### src/hdl/qrs_sqrt.sv
// Pipelined integer square root, one root bit per register stage.
module qrs_sqrt #(
  parameter int MAGW  = 33,
  parameter int FRAC  = 16,
  parameter int ROOTW = 33,
  parameter int SBW   = 1
) (
  input  logic             clk,
  input  logic             rst,
  input  logic             in_valid,
  input  logic [MAGW-1:0]  in_mag,
  input  logic [SBW-1:0]   in_sb,
  output logic             out_valid,
  output logic [ROOTW-1:0] out_root,
  output logic [SBW-1:0]   out_sb
);

  localparam int RADW = 2 * ROOTW;
  localparam int RW   = ROOTW + 3;

  logic             vld  [0:ROOTW];
  logic [RW-1:0]    rem  [0:ROOTW];
  logic [ROOTW-1:0] root [0:ROOTW];
  logic [RADW-1:0]  rad  [0:ROOTW];
  logic [SBW-1:0]   sb   [0:ROOTW];

  // Stage zero is the incoming item with the radicand scaled by 2^(2*FRAC).
  assign vld[0]  = in_valid;
  assign rem[0]  = '0;
  assign root[0] = '0;
  assign rad[0]  = RADW'(in_mag) << (2 * FRAC);
  assign sb[0]   = in_sb;

  for (genvar k = 0; k < ROOTW; k++) begin : g_stage
    logic [RW-1:0] cur;
    logic [RW-1:0] trial;
    logic          ge;

    // Bring down the next pair of radicand bits and try the next root bit.
    always_comb begin
      cur   = {rem[k][RW-3:0], rad[k][RADW-1 -: 2]};
      trial = RW'({root[k], 2'b01});
      ge    = (cur >= trial);
    end

    always_ff @(posedge clk) begin
      if (rst) begin
        vld[k+1] <= 1'b0;
      end else begin
        vld[k+1] <= vld[k];
      end
    end

    always_ff @(posedge clk) begin
      rem[k+1]  <= ge ? (cur - trial) : cur;
      root[k+1] <= {root[k][ROOTW-2:0], ge};
      rad[k+1]  <= rad[k] << 2;
      sb[k+1]   <= sb[k];
    end
  end

  assign out_valid = vld[ROOTW];
  assign out_root  = root[ROOTW];
  assign out_sb    = sb[ROOTW];

endmodule

### config.mk
export PLATFORM = sky130hd
export DESIGN_NAME = qrs_sqrt
export DESIGN_NICKNAME = d
export VERILOG_FILES = /design/src/hdl/qrs_sqrt.sv
export SDC_FILE = /design/constraint.sdc
export NUM_CORES = 2
export LEC_CHECK = 0
export BUFFER_PORTS_ARGS = -buffer_cell sky130_fd_sc_hd__clkbuf_2
export CORE_AREA = 2 2 683 481
export CTS_BUF_LIST = sky130_fd_sc_hd__clkbuf_4 sky130_fd_sc_hd__clkbuf_8 sky130_fd_sc_hd__clkbuf_16
export CTS_CLUSTER_DIAMETER = 80
export DETAILED_ROUTE_END_ITERATION = 16
export DIE_AREA = 0 0 685 483
export SLEW_MARGIN = 20
export SYNTH_ARGS = -nofsm -noshare
export SYNTH_HDL_FRONTEND = slang
export SYNTH_SLANG_ARGS = --single-unit
### constraint.sdc
create_clock -name clk -period 8.2 [get_ports clk]
set_input_delay 1.64 -clock clk [delete_from_list [all_inputs] [get_ports clk]]
set_output_delay 1.64 -clock clk [all_outputs]
set_load 0.01 [all_outputs]
==> flow_summary.yaml <==
floorplan:
  dieArea_um2: 331000
  die_h_um: 483
  initial_core_util: 0.250
  core_um2: 324000
  dieWidth_um: 685
  num_rows: 175
  ios: 72
critical_path:
  timing.critical_path.from_type: "flop"
  rr_worst_depth: 11
  r2r_start: "g_stage[28].cur[2]$_SDFF_PP0_"
  reg2reg_slack_ns: 3.75
  worstPathArrival_ns: 5.11
  crit_start: "g_stage[28].cur[2]$_SDFF_PP0_"
  crit_type: "flop to flop"
  worstPathRequired_ns: 8.86
  worstPathMaxFanout: 30
  r2r-end: "g_stage[29].cur[31]$_DFF_P_"
  crit_path_end_kind: "flop"
sta:
  finalHoldViolations: 0
  slew_violations: 0
  finalCritPeriodShare: 0.543
  setup_tns_ns: 0
  rsz0062_at_grt: "false"
  worst_slew_pin_slew_ns: 1.09
  setup_viol: 0
  finalCriticalPeriod_ns: 4.45
  relSlewSlack: 0.271
  fin_worst_skew_ns: 0.0973
  clock.fmax_ghz: 0.225
synth:
  syn_avg_cell_area_um2: 9.55
  synthArstFlopShare: 0
  synth_edf_count: 0
  synth_area_leader_cell: "dfxtp_1"
  ys_ff_latch: 1916
  netlist_area_um2: 80800
  synthDistinctLibCells: 91
  synthTopCellsByArea: "dfxtp_1, ha_1, xnor2_1, xor2_1, inv_1"
  ys_warn_count: 0
  synth.yosys.seq_area_share: 0.475
  synth.net_count: 9080
  yosysTopAreaCellShare: 0.475
  syn_inst: 8465
  synth_flop_cell: "dfxtp_1"
min_path:
  hold_class: "flop to flop"
  holdPathStages: 0
  min_to: "rad[1838]$_DFF_P_"
  worstHoldStart: "rad[1902]$_DFF_P_"
power:
  power.leakage_nw: 42.6
  power.density_nw_per_um2: 279
  peakVddDrop_mv: 0.218
  power_w: 0.0260
final_layout:
  final_net_count: 9223
  layout_common_cells: "dfxtp_1, inv_1, nand2_1"
  layout-drive-gt1-share: 0.0793
  final_common_cell: "dfxtp_1"
  finalNonFillerCells: 13100
  fillers: 33900
  design_area_um2: 93200
  final_core_util: 0.288
  area_growth_syn_to_layout_pct: 15.4
route:
  wl_met3_mm: 10.5
  via_per_inst: 4.38
  top_layer_used: "met4"
  routed-wl-met2_mm: 63.1
  antenna_left: 0
  drcViolationCount: 0
  wire_per_inst_um: 13.3
  via_count: 57400
  wl_met1_mm: 97.5
  wirelength_mm: 175
  drt_iter0_drc: 4051
  dr.pass1.iters: 8
global_routing:
  grt_usage: 0.102
  grt_first_pass_wirelength_mm: 285
  grt.overflow.total: 0
  antenna_found_initial: 7
  grt_pass1_vias: 53300
  grt_start_max_net_pins: 53
clock_network:
  cts.path.max_buffers: 4
  clk_pin_slew_worst_paths_ns: 0.06
  clock-root-buffer: "clkbuf_16"
  ctsHoldBuffers: 0
  cts.sinks: 1916
  cts.repair.resized: 0
  cts_buffers: 198
  cts_setup_buffers: 0
  cts_max_level: 4
  cts_tree: "done"
  clk_latency_ns: 0.87
job:
  cap_violations: 0
placed_design:
  placed_cell_area_um2: 86300
  numPortBuffers: 71
  gp_congestion: 0.859
  dp_cells: 12700
  hpwl_mm: 133
status:
  status: "finished clean"
==> power breakdown <==
group / total (W) / switching [W] / internal [W]
combinational: 0.00437 / 0.00228 / 0.00209
sequential: 0.0122 / 0.00131 / 0.0108
clock: 0.00945 / 0.00380 / 0.00565
total: 0.0260 / 0.00740 / 0.0186
==> metrics by stage <==
stage / hold WS [ns] / setup WS [ns]
2_1_floorplan: 0.310 / 4.52
3_3_place_gp: 0.310 / 3.92
3_5_place_dp: 0.312 / 3.88
4_1_cts: 0.265 / 3.79
5_1_grt: 0.287 / 3.45
6_report: 0.261 / 3.75
==> worst max path at each step <==
stage / to
finish: g_stage[29].cur[31]$_DFF_P_
CTS: g_stage[29].cur[31]$_DFF_P_
floorplan: g_stage[29].cur[24]$_DFF_P_
detailed placement: g_stage[19].cur[21]$_DFF_P_
global placement: g_stage[29].cur[4]$_DFF_P_
global route: g_stage[19].cur[21]$_DFF_P_
==> synth_stat cells (16+ instances only) <==
master     instances
mux2_2           160
a2111oi_0         27
o21ai_0          462
nand4b_1          17
nand3_1          147
o211ai_1          47
nand2b_1         111
nor4b_1           24
clkbuf_1         142
a21o_1           191
nand2_1          578
and3_1            57
o21bai_1          57
nand4_1           79
or3_1            107
a21boi_0          18
xor2_1           393
a31oi_1           57
nor2b_1          102
o21a_1           114
nor3_1           268
nor3b_1           20
or4_1             57
or2_2             37
a211o_1           20
dfxtp_1         1916
inv_1            739
nor2_1           496
ha_1             563
nand3b_1          35
a211oi_1          88
nor4_1           110
o31ai_1           59
a21oi_1          519
and2_1            32
o2111ai_1         16
xnor2_1          407
==> state kept, by name, indices dropped and copies added, names as in the netlist <==
register / cells
g_stage.trial: 528
sb: 32
vld: 32
g_stage.cur: 1049
out_root: 33
out_valid: 1
out_sb: 1
rad: 240
==> cell families (layout without fill, tap and decap cells) <==
kind of cell | count (synthesis) | after routing | share of synthesized area
AND/OR/NAND/NOR | 2315 | 2315 | 0.145
other | 1 | 4 | 0.0000464
multiplexers | 173 | 173 | 0.0239
XOR/XNOR | 800 | 800 | 0.0867
buffers and inverters | 902 | 1200 | 0.0421
AO/OA/AOI/OAI | 1780 | 1780 | 0.137
flip-flops | 1916 | 1916 | 0.475
adder cells (fa/ha/maj) | 578 | 578 | 0.0909
==> critical path, stage by stage (launching register included) <==
cell and delay (ns):
dfxtp_1 0.36, ha_1 0.26, fa_1 0.44, a211oi_1 0.31
o211ai_1 0.20, a41oi_1 0.58, o31ai_1 0.25, a311oi_1 0.64
o211ai_1 0.24, a311o_1 0.40, buf_4 0.25, mux2_2 0.31
==> metal layers <==
metal  vias up  GRT usage
met2      1324      0.135
li1      29600          -
met4         0     0.0247
met1     26200      0.166
met5         -          0
met3       255     0.0173
==> cell type report <==
type	instances	area (um^2)	area share
diodes	3	7.51	0.0000805
flip-flops and latches	1916	38400	0.411
repair buffers	102	588	0.00631
multi-input cells	5647	39200	0.420
clock buffers	257	5580	0.0598
clock inverters	98	1330	0.0143
well taps	4336	5430	0.0582
inverters	743	2790	0.0299
No activity file was read; power rests on OpenSTA's default activity.
